### src/sv/lpm_pkg.sv
package lpm_pkg;

	// Pattern store size and derived widths
	localparam int PATTERN_MAX = 32;
	localparam int POS_W       = PATTERN_MAX + 1;
	localparam int LEN_W       = $clog2(PATTERN_MAX + 1);

	// Wildcard bytes
	localparam logic [7:0] CH_ONE = 8'h5F;
	localparam logic [7:0] CH_ANY = 8'h25;

	// Request function codes
	typedef enum logic [1:0] {
		FN_CLEAR  = 2'd0,
		FN_APPEND = 2'd1,
		FN_TEXT   = 2'd2,
		FN_END    = 2'd3
	} lpm_func_t;

	// Command from the input stage to the store and the automaton
	typedef struct packed {
		logic       clear;
		logic       append;
		logic       text;
		logic       finish;
		logic [7:0] data;
	} lpm_cmd_t;

	// Pattern as seen by the automaton
	typedef struct packed {
		logic [PATTERN_MAX-1:0][7:0] bytes;
		logic [PATTERN_MAX-1:0]      pct;
		logic [PATTERN_MAX-1:0]      one;
		logic [PATTERN_MAX-1:0]      vld;
		logic [LEN_W-1:0]            len;
		logic                        ovf;
	} lpm_pat_t;

	// Close a position set over '%' runs. Bit i+1 is reachable from bit i
	// when link[i+1] is set; this is a carry chain, so one add resolves it:
	// generate = seed, propagate = link.
	function automatic logic [POS_W-1:0] lpm_close(input logic [POS_W-1:0] seed,
		input logic [POS_W-1:0] link);
		logic [POS_W:0] x;
		logic [POS_W:0] y;
		logic [POS_W:0] s;
		logic [POS_W:0] c;
		x = {1'b0, seed | link};
		y = {1'b0, seed};
		s = x + y;
		c = s ^ x ^ y;
		return c[POS_W:1];
	endfunction

endpackage

### src/sv/lpm_if.sv
// Request channel: one function code and one byte per request
interface lpm_in_if;
	logic       valid;
	logic       ready;
	logic [1:0] func;
	logic [7:0] byte_value;

	modport source (output valid, output func, output byte_value, input ready);
	modport sink   (input valid, input func, input byte_value, output ready);
endinterface

// Result channel: one verdict per end-of-text request
interface lpm_out_if;
	logic valid;
	logic ready;
	logic matched;
	logic pattern_overflow;

	modport source (output valid, output matched, output pattern_overflow, input ready);
	modport sink   (input valid, input matched, input pattern_overflow, output ready);
endinterface

### src/sv/lpm_pattern_store.sv
module lpm_pattern_store (
	input  logic             clk,
	input  logic             arst_n,
	input  lpm_pkg::lpm_cmd_t cmd,
	output lpm_pkg::lpm_pat_t pat
);
	import lpm_pkg::*;

	logic [PATTERN_MAX-1:0][7:0] bytes_q;
	logic [PATTERN_MAX-1:0]      pct_q;
	logic [PATTERN_MAX-1:0]      one_q;
	logic [PATTERN_MAX-1:0]      vld_q;
	logic [LEN_W-1:0]            len_q;
	logic                        ovf_q;
	logic                        full;

	assign full = (len_q == LEN_W'(PATTERN_MAX));

	// Entry payload: byte plus decoded wildcard flags, written at the fill point
	always_ff @(posedge clk) begin
		for (int i = 0; i < PATTERN_MAX; i++) begin
			if (cmd.append && !full && len_q == LEN_W'(i)) begin
				bytes_q[i] <= cmd.data;
				pct_q[i]   <= (cmd.data == CH_ANY);
				one_q[i]   <= (cmd.data == CH_ONE);
			end
		end
	end

	// Fill count, entry valid bits and overflow
	always_ff @(posedge clk or negedge arst_n) begin
		if (!arst_n) begin
			len_q <= '0;
			vld_q <= '0;
			ovf_q <= 1'b0;
		end else if (cmd.clear) begin
			len_q <= '0;
			vld_q <= '0;
			ovf_q <= 1'b0;
		end else if (cmd.append) begin
			if (full) begin
				ovf_q <= 1'b1;
			end else begin
				len_q <= len_q + LEN_W'(1);
				for (int i = 0; i < PATTERN_MAX; i++) begin
					if (len_q == LEN_W'(i)) vld_q[i] <= 1'b1;
				end
			end
		end
	end

	assign pat.bytes = bytes_q;
	assign pat.pct   = pct_q;
	assign pat.one   = one_q;
	assign pat.vld   = vld_q;
	assign pat.len   = len_q;
	assign pat.ovf   = ovf_q;

endmodule

### src/sv/lpm_automaton.sv
module lpm_automaton (
	input  logic              clk,
	input  logic              arst_n,
	input  lpm_pkg::lpm_cmd_t cmd,
	input  lpm_pkg::lpm_pat_t pat,
	output logic              hit
);
	import lpm_pkg::*;

	// Seed set before '%' closure; closure is applied against the live pattern
	logic [POS_W-1:0]       seed_q;
	logic [POS_W-1:0]       link;
	logic [POS_W-1:0]       closed;
	logic [POS_W-1:0]       next_seed;
	logic [PATTERN_MAX-1:0] live;
	logic [PATTERN_MAX-1:0] stay;
	logic [PATTERN_MAX-1:0] fwd;

	assign link   = {pat.pct & pat.vld, 1'b0};
	assign closed = lpm_close(seed_q, link);

	// One text byte: '%' holds its position, a matching byte or '_' moves on
	always_comb begin
		for (int i = 0; i < PATTERN_MAX; i++) begin
			live[i] = closed[i] & pat.vld[i];
			stay[i] = live[i] & pat.pct[i];
			fwd[i]  = live[i] & ~pat.pct[i] & (pat.one[i] | (pat.bytes[i] == cmd.data));
		end
		next_seed = {1'b0, stay} | {fwd, 1'b0};
	end

	always_ff @(posedge clk or negedge arst_n) begin
		if (!arst_n) begin
			seed_q <= POS_W'(1);
		end else if (cmd.clear || cmd.append || cmd.finish) begin
			seed_q <= POS_W'(1);
		end else if (cmd.text) begin
			seed_q <= next_seed;
		end
	end

	// Whole text consumed by the whole pattern, and the pattern did not overflow
	assign hit = closed[pat.len] & ~pat.ovf;

endmodule

### src/sv/sql_like_pattern_matcher.sv
// Channel | Dir | Fields                      | Moves
// inp     | in  | func[1:0], byte_value[7:0]  | one request: clear, append, text byte, end
// res     | out | matched, pattern_overflow   | one verdict per end-of-text request
//
// One request per cycle sustained while no end request waits behind a stalled verdict;
// a verdict is offered once its end-of-text request has passed the input register, then the result register.
// All pattern positions update together; '%' closure is a single add.
// Reset clears the pattern length, overflow flag, automaton and both stages.
// A stalled verdict holds inp.ready low only while an end request waits behind it.
module sql_like_pattern_matcher (
	input  logic      clk,
	input  logic      arst_n,
	lpm_in_if.sink    inp,
	lpm_out_if.source res
);
	import lpm_pkg::*;

	logic      valid_s1;
	lpm_func_t func_s1;
	logic [7:0] byte_s1;
	logic      advance;
	logic      res_valid_q;
	logic      matched_q;
	logic      ovf_q;
	logic      hit;
	lpm_cmd_t  cmd;
	lpm_pat_t  pat;

	// Input stage advances unless an end request is blocked by a full result
	assign advance   = valid_s1 && !(func_s1 == FN_END && res_valid_q && !res.ready);
	assign inp.ready = !valid_s1 || advance;

	always_ff @(posedge clk or negedge arst_n) begin
		if (!arst_n) begin
			valid_s1 <= 1'b0;
		end else if (inp.ready) begin
			valid_s1 <= inp.valid;
		end
	end

	always_ff @(posedge clk) begin
		if (inp.valid && inp.ready) begin
			func_s1 <= lpm_func_t'(inp.func);
			byte_s1 <= inp.byte_value;
		end
	end

	// Decode the staged request
	always_comb begin
		cmd.clear  = advance && func_s1 == FN_CLEAR;
		cmd.append = advance && func_s1 == FN_APPEND;
		cmd.text   = advance && func_s1 == FN_TEXT;
		cmd.finish = advance && func_s1 == FN_END;
		cmd.data   = byte_s1;
	end

	lpm_pattern_store u_store (
		.clk    (clk),
		.arst_n (arst_n),
		.cmd    (cmd),
		.pat    (pat)
	);

	lpm_automaton u_auto (
		.clk    (clk),
		.arst_n (arst_n),
		.cmd    (cmd),
		.pat    (pat),
		.hit    (hit)
	);

	// Result register
	always_ff @(posedge clk or negedge arst_n) begin
		if (!arst_n) begin
			res_valid_q <= 1'b0;
		end else if (cmd.finish) begin
			res_valid_q <= 1'b1;
		end else if (res.ready) begin
			res_valid_q <= 1'b0;
		end
	end

	always_ff @(posedge clk) begin
		if (cmd.finish) begin
			matched_q <= hit;
			ovf_q     <= pat.ovf;
		end
	end

	assign res.valid            = res_valid_q;
	assign res.matched          = matched_q;
	assign res.pattern_overflow = ovf_q;

endmodule

### src/flat_wrapper.sv
// flat-port wrapper written by rule: the top's interface ports become plain ports
module sql_like_pattern_matcher_flat import lpm_pkg::*;
  (clk, arst_n, inp_valid, inp_func, inp_byte_value, inp_ready, res_valid, res_matched, res_pattern_overflow, res_ready);
  lpm_in_if inp_i ();
  lpm_out_if res_i ();
  input  logic clk;
  input  logic arst_n;
  input wire logic [$bits(inp_i.valid)-1:0] inp_valid;
  input wire logic [$bits(inp_i.func)-1:0] inp_func;
  input wire logic [$bits(inp_i.byte_value)-1:0] inp_byte_value;
  output wire logic [$bits(inp_i.ready)-1:0] inp_ready;
  output wire logic [$bits(res_i.valid)-1:0] res_valid;
  output wire logic [$bits(res_i.matched)-1:0] res_matched;
  output wire logic [$bits(res_i.pattern_overflow)-1:0] res_pattern_overflow;
  input wire logic [$bits(res_i.ready)-1:0] res_ready;
  assign inp_i.valid = inp_valid;
  assign inp_i.func = inp_func;
  assign inp_i.byte_value = inp_byte_value;
  assign inp_ready = inp_i.ready;
  assign res_valid = res_i.valid;
  assign res_matched = res_i.matched;
  assign res_pattern_overflow = res_i.pattern_overflow;
  assign res_i.ready = res_ready;
  sql_like_pattern_matcher u_core (.clk(clk), .arst_n(arst_n), .inp(inp_i), .res(res_i));
endmodule
### config.mk
export PLATFORM = sky130hd
export DESIGN_NAME = sql_like_pattern_matcher_flat
export DESIGN_NICKNAME = d
export VERILOG_FILES = /design/src/sv/lpm_pkg.sv /design/src/sv/lpm_if.sv /design/src/sv/lpm_pattern_store.sv /design/src/sv/lpm_automaton.sv /design/src/sv/sql_like_pattern_matcher.sv /design/src/flat_wrapper.sv
export SDC_FILE = /design/constraint.sdc
export NUM_CORES = 1
export LEC_CHECK = 0
export ABC_AREA = 0
export BUFFER_PORTS_ARGS = -buffer_cell sky130_fd_sc_hd__buf_2
export CAP_MARGIN = 20
export CELL_PAD_IN_SITES_DETAIL_PLACEMENT = 1
export CELL_PAD_IN_SITES_GLOBAL_PLACEMENT = 1
export CORE_ASPECT_RATIO = 0.5
export CORE_UTILIZATION = 25
export CTS_CLUSTER_DIAMETER = 100
export DETAILED_ROUTE_END_ITERATION = 8
export PLACE_DENSITY = 0.5
export SYNTH_ARGS = -nofsm -noshare
export SYNTH_HDL_FRONTEND = slang
export SYNTH_HIERARCHICAL = 1
export SYNTH_SLANG_ARGS = --single-unit
### constraint.sdc
create_clock -name clk -period 4.3 [get_ports clk]
set_clock_uncertainty 0.05 [all_clocks]
set_input_delay 0.645 -clock clk [delete_from_list [all_inputs] [get_ports clk]]
set_output_delay 0.645 -clock clk [all_outputs]
set_load 0.005 [all_outputs]
### After elaboration in Yosys (flattened, before gate mapping)

Index checks and enable logic that the tools add are counted.

| operators by class | value |
|---|---|
| add/sub/neg operators | 2 |
| magnitude comparators | 1 |
| equal/unequal tests | 70 |
| multiplexer cells | 47 |
| bitwise gates (word level) | 199 |
| reduce and logical (&&, ||, !) cells | 120 |

Operators with widths:

| cell | count |
|---|---|
| $eq A8 B8 Y1 | 32 |
| $and A1 B1 Y1 | 129 |
| $eq A6 B5 Y1 const B | 16 |
| $mux W32 | 3 |
| $reduce_and A3 Y1 | 32 |
| $reduce_bool A2 Y1 | 36 |
| $xor A34 B33 Y34 | 2 |
| $mux W33 | 2 |
| $eq A6 B4 Y1 const B | 8 |
| $logic_and A1 B1 Y1 | 41 |
| $mux W1 | 38 |
| $add A33 B33 Y34 | 1 |
| $not A1 Y1 | 33 |
| $or A32 B33 Y33 | 1 |
| $or A33 B33 Y33 | 1 |
| $and A32 B32 Y32 | 1 |
| $or A1 B1 Y1 | 32 |
| $eq A6 B3 Y1 const B | 4 |
| $mux W6 | 3 |
| $eq A6 B2 Y1 const B | 2 |
| $eq A8 B6 Y1 const B | 1 |
| $eq A8 B7 Y1 const B | 1 |
| $lt A6 B7 Y1 const B | 1 |
| $add A6 B1 Y6 const B | 1 |
| 11 further kinds | 18 |

| storage, ports and cells | value |
|---|---|
| register bits after elaboration | 406 |
| input bits | 14 |

### Longest topological paths before layout

Gate-level depths: netlist of the first run.

| logic depth | value |
|---|---|
| depth after elaboration | 11 |
| depth in mapped cells | 10 |
| depth with buffers taken out | 9 |

### Hierarchy

The synthesis of the first run kept the hierarchy.

Modules (own cells, without submodules):

| module | instances | cells each | area an instance (um^2) |
|---|---|---|---|
| lpm_pattern_store | 1 | 543 | 11621.1 |
| lpm_automaton | 1 | 855 | 6357.3 |
| sql_like_pattern_matcher | 1 | 25 | 485.5 |

### Worst setup path after synthesis of the first run

No wires, ideal clock.

| timing | value |
|---|---|
| kind | reg2reg |
| from | register u_core.byte_s1[3] |
| to | register u_core.u_store.pct_q[0], data pin |
| library setup time | 0.539 ns |
| arrival | 2.957 ns |
| path slack | 0.754 ns |
| cell stages (with the launch flop) | 3 |
| cells stage by stage | edfxtp_1 -> or4b_1 -> nor4_1 |

| on the way | value |
|---|---|
| cells in the longest elaborated chain, start to end | 1 |

RTL lines:

| element | line | text |
|---|---|---|
| start, declared | sql_like_pattern_matcher.sv:20 | `logic [7:0] byte_s1;` |
| start signal, assigned | sql_like_pattern_matcher.sv:44 | `byte_s1 <= inp.byte_value;` |
| $eq A8 B6 Y1 | lpm_pattern_store.sv:24 | `pct_q[i] <= (cmd.data == CH_ANY);` |
| end signal, assigned by index | lpm_pattern_store.sv:24 |  |
| end, declared | lpm_pattern_store.sv:10 | `logic [PATTERN_MAX-1:0] pct_q;` |

No other way between the ends.
A chain may end at the register's enable or synchronous reset.

### Final worst setup path of the first run

| timing | value |
|---|---|
| from | register u_core.u_auto.seed_q[9] |
| to | register u_core.matched_q (netlist: u_core/res.matched), data pin |

| on the way | value |
|---|---|
| cells in the longest elaborated chain, start to end | 7 |

RTL lines:

| element | line | text |
|---|---|---|
| start, declared | lpm_automaton.sv:11 | `logic [POS_W-1:0] seed_q;` |
| start signal, assigned | lpm_automaton.sv:38 | `seed_q <= next_seed;` |
| $or A33 B33 Y33 | lpm_pkg.sv:48 | `x = {1'b0, seed \| link};` |
| $add A33 B33 Y34 | lpm_pkg.sv:50 | `s = x + y;` |
| $xor A34 B33 Y34 | lpm_pkg.sv:51 | `c = s ^ x ^ y;` |
| $xor A34 B33 Y34 * | lpm_pkg.sv:51 |  |
| $bmux W1 S6 * | lpm_automaton.sv:43 | `assign hit = closed[pat.len] & ~pat.ovf;` |
| $mux W1 (not written as such) * | lpm_automaton.sv:43 |  |
| $and A1 B1 Y1 * | lpm_automaton.sv:43 |  |
| net u_core.hit | sql_like_pattern_matcher.sv:25 | `logic hit;` |
| end signal, assigned | sql_like_pattern_matcher.sv:85 | `matched_q <= hit;` |
| end, declared | sql_like_pattern_matcher.sv:23 | `logic matched_q;` |

The timed path passes the listed nets; every way through them passes the cells marked *. The select of a mux whose other input is x is not followed.

==> impl_metrics.csv, run 1 <==
group,metric,value,unit
clock_network,postCtsSetupRepairBufs,0,
worst_setup_path,cp-end-kind,"flip-flop",
yosys,synth-main-ff-cell,"edfxtp_1",
global_routing,grt_use_met3,0.0186,
yosys,yosys_warnings,6,
timing,fmax,0.269,GHz
placed_design,gp_congestion,0.829,
power_and_ir_drop,p_leak,0.00724,µW
yosys,async_flop_share,0.182,
global_routing,busiest_layer,"met2",
drt,wl,51.4,mm
timing,setup_viol,0,
drt,firstDrtPassIters,4,
clock_network,cts_tree,"yes",
yosys,netlist_area,18500,µm²
clock_network,cts_buffers,44,
clock_network,root_buffer,"clkbuf_16",
drt,first_iter_violations,742,
clock_network,cts.sinks,406,
floorplan,start_util,0.253,
global_routing,grt_use_met2,0.218,
clock_network,clk_path_buf_depth,3,
timing,rsz0062_at_grt,"no",
yosys,ys_types,79,
finish,final_cell_mix,"332 x edfxtp_1, 257 x xor2_1, 87 x nor2_1",
worst_setup_path,worstSetupPathType,"flip-flop to flip-flop",
finish,antennaDiodeCount,0,
flow_run,drv_cap,0,
power_and_ir_drop,finalPower,8860,µW
clock_network,clk_pin_slew_worst_paths,0.06,ns
global_routing,grt_pass1_vias,12401,
worst_setup_path,start_kind,"flip-flop",
clock_network,clk_latency,0.56,ns
finish,drive_above_1_share,0.109,
floorplan,die_area,75000,µm²
worst_setup_path,reg2reg_setup_slack,0.58,ns
clock_network,cts_resized,0,
clock_network,hold_buffers,0,
yosys,synth_top_family_by_area,"XOR/XNOR gates",
floorplan,coreArea,73000,µm²
yosys,synth_seq_cells,406,
yosys,synth_xor_xnor_area_share,0.122,
global_routing,grt_pass1_wl,79.3,mm
timing,finalCriticalPeriod,3.72,ns
timing,slew_violations,0,
placed_design,dpl-instance-area,20000,µm²
yosys,postSynthAreaPerCell,13.0,µm²
timing,worstMarginPinSlew,0.960,ns
global_routing,grt_antenna_before_repair,0,
yosys,synthCells,1423,
yosys,muxShareOfSynthArea,0,
floorplan,rows,70,
finish,fin_nets,1501,
worst_setup_path,ff2ff_path_depth,8,
placed_design,dpl_worst_slack,0.630,ns
clock_network,htreeDepth,2,
timing,finalHoldViolations,0,
placed_design,io_buffers,17,
drt,viasPerCell,4.75,
drt,vias,11822,
drt,drc,0,
timing,fin_setup_tns,0,ns
yosys,synth-compound-area-share,0.0974,
timing,relSlewSlack,0.360,
yosys,synthAdderAreaFrac,0.00271,
yosys,ys_seq_area_frac,0.640,
worst_setup_path,r2r_start,"u_core/u_auto/seed_q[9]$_DFFE_PN0P_",
global_routing,use_met1,0.197,
finish,fin_area,21400,µm²
finish,syn_to_final_growth,15.8,%
worst_setup_path,critPathMaxFanout,6,
global_routing,track_usage,0.138,
finish,final_common_cell,"edfxtp_1",
worst_setup_path,arrival,4.05,ns
global_routing,grt_max_degree,66,
placed_design,dp_hpwl,33.4,mm
worst_setup_path,required,4.62,ns
yosys,synth_edf_count,332,
min_path,hold_class,"input port to async pin",
floorplan,die_w,386,µm
worst_setup_path,r2r_end,"u_core/res.matched$_DFFE_PP_",
yosys,syn_nets,1441,
power_and_ir_drop,power.density,414,nW/µm²
drt,wl_per_cell,20.7,µm
floorplan,io_pins,18,
timing,period_share,0.866,
timing,worst_slack,0.577,ns
yosys,synth_simple_gate_area_frac,0.118,
finish,fin_util,0.293,
power_and_ir_drop,ir_drop,0.000219,V
floorplan,die_h,194,µm
status,status,"complete, no violations",
global_routing,grt_overflow,0,
drt,antenna_left,0,
where the power goes:
part	internal (µW)	switching, µW	total [µW]
sequential	4310	77.6	4390
combinational	246	548	794
clock	2130	1540	3680
sequential cells by signal (all words and copies together), names as in the netlist:
signal / cells
u_core/res.matched: 1
u_core/res.pattern_overflow: 1
u_core/u_store/pat: 256
u_core/u_store/ovf_q: 1
u_core/u_auto/seed_q: 33
u_core/u_store/one_q: 32
u_core/u_store/pct_q: 32
u_core/u_store/vld_q: 32
u_core/valid_s1: 1
u_core/u_store/len_q: 6
u_core/byte_s1: 8
u_core/res.valid: 1
u_core/func_s1: 2
final cells by class:
| cell class | count | area, µm² |
|---|---|---|
| clock inverter | 10 | 97.6 |
| sequential | 406 | 11800 |
| inverter | 26 | 97.6 |
| timing repair buffer | 77 | 576 |
| tap | 972 | 1220 |
| multi-input combinational | 928 | 6310 |
| fill | 7906 | 51700 |
| clock buffer | 69 | 1270 |
stage by stage:
stage | hold slack, ns | std cells
2_1_floorplan | 0.299 | 1423
3_3_place_gp | 0.425 | 2409
3_5_place_dp | 0.429 | 2409
4_1_cts | 0.151 | 2488
5_1_grt | 0.175 | 2488
6_report | 0.134 | 2488
cells in the mapped netlist, drive strengths merged (10+ instances only):
cell type,n,share of area
xor2,257,0.12
nand3,27,0.0076
buf,21,0.0054
o22ai,15,0.0051
nand4,10,0.0034
nor2,88,0.018
o21ai,39,0.011
a211oi,16,0.0065
nor4,75,0.025
and2,18,0.0061
dfrtp,73,0.099
nand2b,11,0.0037
nand2,67,0.014
clkbuf,42,0.0085
edfxtp,332,0.54
nor3,12,0.0033
nor3b,13,0.0053
a21oi,74,0.020
a31oi,48,0.016
inv,25,0.0051
how the worst max path moves through the flow:
stage | from | end | slack, ns | cells after the start
5_1_grt | u_core/u_auto/seed_q[10]$_DFFE_PN0P_ | u_core/res.matched$_DFFE_PP_ | 0.32 | 10
6_report | u_core/u_auto/seed_q[9]$_DFFE_PN0P_ | u_core/res.matched$_DFFE_PP_ | 0.58 | 8
2_1_floorplan | u_core/byte_s1[3]$_DFFE_PP_ | u_core/u_store/pct_q[0]$_DFFE_PP_ | 0.75 | 2
3_5_place_dp | u_core/u_auto/seed_q[9]$_DFFE_PN0P_ | u_core/res.matched$_DFFE_PP_ | 0.63 | 8
4_1_cts | u_core/u_auto/seed_q[9]$_DFFE_PN0P_ | u_core/res.matched$_DFFE_PP_ | 0.63 | 8
3_3_place_gp | u_core/u_auto/seed_q[10]$_DFFE_PN0P_ | u_core/res.matched$_DFFE_PP_ | 0.68 | 10
cells by family after synthesis:
family	after synthesis
xor gates and xnor gates	258
AOI/OAI and AO/OA	273
adders and majority gates	4
and+or+nand+nor	393
buffers and inverters	89
DFF	406
per-layer routing:
metal / wire, µm / share of wire
met4: 1080 / 0.021
met3: 1350 / 0.026
met1: 25500 / 0.50
met5: 0 / 0
met2: 23500 / 0.46
critical path: stages (launching register included):
cell,delay [ns]
dfrtp_1,0.45
or4_1,0.63
or4b_1,0.61
o211ai_1,0.19
o21ai_1,0.21
o41ai_2,0.62
a311oi_1,0.20
o211a_1,0.28
a2111oi_2,0.32
Power figures use the tool's default switching activity.
==> run 2: changes to the inputs <==
ABC_AREA = 1   (was 0)
PLACE_DENSITY = 0.51   (was 0.5)
==> impl_metrics.csv, run 2 <==
group,metric,value,unit
worst_setup_path,worstSetupPathType,"flip-flop to flip-flop",
yosys,ys_top_cells_by_count,"355 x nand2_1, 332 x edfxtp_1, 173 x inv_1",
worst_setup_path,ff2ff_path_depth,8,
yosys,postSynthAreaPerCell,10.5,µm²
worst_setup_path,required,4.75,ns
finish,fin_nets,1932,
worst_setup_path,reg2reg_setup_slack,1.50,ns
placed_design,io_buffers,17,
yosys,ys_types,49,
drt,vias,13388,
min_path,hold_class,"input port to async pin",
drt,first_iter_violations,807,
timing,relSlewSlack,0.301,
finish,antennaDiodeCount,0,
power_and_ir_drop,finalPower,8960,µW
floorplan,die_w,398,µm
yosys,synth_top_area_frac,0.507,
yosys,synth_seq_cells,406,
clock_network,root_buffer,"clkbuf_16",
finish,final_cell_mix,"355 x nand2_1, 332 x edfxtp_1, 171 x inv_1",
placed_design,gp_congestion,0.855,
power_and_ir_drop,power.density,396,nW/µm²
global_routing,grt_max_degree,66,
timing,fmax,0.358,GHz
floorplan,io_pins,18,
global_routing,use_met1,0.226,
yosys,async_flop_share,0.182,
timing,finalCriticalPeriod,2.80,ns
worst_setup_path,critPathMaxFanout,44,
drt,viasPerCell,4.49,
clock_network,postCtsSetupRepairBufs,0,
yosys,synth_edf_count,332,
floorplan,rows,72,
status,status,"complete, no violations",
global_routing,grt_pass1_vias,14047,
floorplan,die_area,79800,µm²
finish,syn_to_final_growth,15.1,%
clock_network,clk_path_buf_depth,3,
drt,firstDrtPassIters,4,
global_routing,grt_overflow,0,
clock_network,cts.sinks,406,
floorplan,die_h,200,µm
global_routing,track_usage,0.150,
yosys,synth_top_cell_by_area,"edfxtp_1",
yosys,netlist_area,19600,µm²
flow_run,drv_cap,0,
drt,drc,0,
power_and_ir_drop,ir_drop,0.000224,V
worst_setup_path,start_kind,"flip-flop",
yosys,yosysMostFrequentCell,"nand2_1",
global_routing,grt_antenna_before_repair,4,
clock_network,cts_resized,0,
yosys,yosys_warnings,6,
global_routing,grt_use_met3,0.0233,
yosys,synth-main-ff-cell,"edfxtp_1",
clock_network,hold_buffers,0,
clock_network,htreeDepth,2,
timing,rsz0062_at_grt,"no",
global_routing,grt_use_met2,0.223,
yosys,syn_nets,1882,
clock_network,cts_buffers,44,
yosys,ys_top_cells_by_area,"edfxtp_1 51%, dfrtp_1 9.3%, nand2_1 6.8%, xnor2_1 6.2%, inv_1 3.3%",
timing,worstMarginPinSlew,1.05,ns
timing,slew_violations,0,
finish,final_common_cell,"nand2_1",
finish,largest_reg_flops,256,
timing,fin_setup_tns,0,ns
placed_design,dp_hpwl,41.9,mm
power_and_ir_drop,p_leak,0.00803,µW
clock_network,clk_pin_slew_worst_paths,0.06,ns
global_routing,grt_pass1_wl,90.3,mm
floorplan,coreArea,77600,µm²
yosys,synthCells,1864,
drt,antenna_left,0,
worst_setup_path,arrival,3.24,ns
drt,wl_per_cell,19.8,µm
drt,wl,59.1,mm
timing,setup_viol,0,
finish,drive_above_1_share,0.147,
global_routing,busiest_layer,"met1",
worst_setup_path,cp-end-kind,"flip-flop",
yosys,ys_seq_area_frac,0.602,
clock_network,cts_tree,"yes",
timing,period_share,0.650,
clock_network,clk_latency,0.59,ns
timing,finalHoldViolations,0,
floorplan,start_util,0.253,
==> run 2: final timing paths <==
| kind | from | end |
|---|---|---|
| worst min register to register | u_core/u_store/ovf_q$_DFFE_PN0P_ | u_core/res.pattern_overflow$_DFFE_PP_ |
| max in group asynchronous | arst_n | u_core/u_store/vld_q[10]$_DFFE_PN0P_ |
| worst max register to register | u_core/byte_s1[3]$_DFFE_PP_ | u_core/u_auto/seed_q[13]$_DFFE_PN0P_ |
| worst max-delay path | u_core/byte_s1[3]$_DFFE_PP_ | u_core/u_auto/seed_q[13]$_DFFE_PN0P_ |
| min in group clk | inp_func[0] | u_core/func_s1[0]$_DFFE_PP_ |
| worst min-delay path | arst_n | u_core/u_store/vld_q[5]$_DFFE_PN0P_ |
==> run 2: through the flow <==
step | area (µm²) | util | hold slack (ns) | setup slack (ns) | instances
4_1_cts | 22600 | 0.291 | 0.0983 | 1.47 | 2983
5_1_grt | 22600 | 0.292 | 0.143 | 1.27 | 2985
3_3_place_gp | 21100 | 0.272 | 0.465 | 1.26 | 2900
2_1_floorplan | 19600 | - | 0.299 | 1.06 | 1864
6_report | 22600 | 0.292 | 0.0781 | 1.50 | 2985
3_5_place_dp | 21100 | 0.272 | 0.470 | 1.47 | 2902
==> run 2: layout make-up <==
class	count	area [µm²]
Sequential cell	406	11800
Clock inverter	19	283
Multi-Input combinational cell	1220	6870
Inverter	190	713
Tap cell	1036	1300
Timing Repair Buffer	52	452
Fill cell	8643	54900
Clock buffer	62	1180
==> run 2: critical path, stage by stage (launching register included) <==
cell and delay [ns]:
edfxtp_1 0.41, inv_2 0.64, or2_2 0.23, nand4_1 0.08, nor4_1 0.79, o21ai_0 0.14, o21ai_0 0.17, nand2_1 0.06
o21ai_0 0.08
==> run 2: power breakdown <==
group / internal, µW / switching (µW)
Sequential: 4300 / 84.6
Clock: 2290 / 1630
Combinational: 211 / 438
Total: 6800 / 2160
==> run 2: cell families after synthesis <==
family	after synthesis	share of synthesized area
buffers and inverters	238	0.0494
adder cells (fa/ha/maj)	4	0.00255
XOR/XNOR	212	0.0945
AO/OA/AOI/OAI	147	0.0430
AND/OR/NAND/NOR	857	0.209
flip-flops	406	0.602
==> run 2: metal layers <==
metal  routed length (µm)  vias to the layer above  part of all wire
li1                     -                     6357                 -
met1                30600                     6769              0.52
met2                25100                      189              0.43
met3                 2160                       71             0.037
met5                   13                        -           0.00022
met4                 1140                        2             0.019
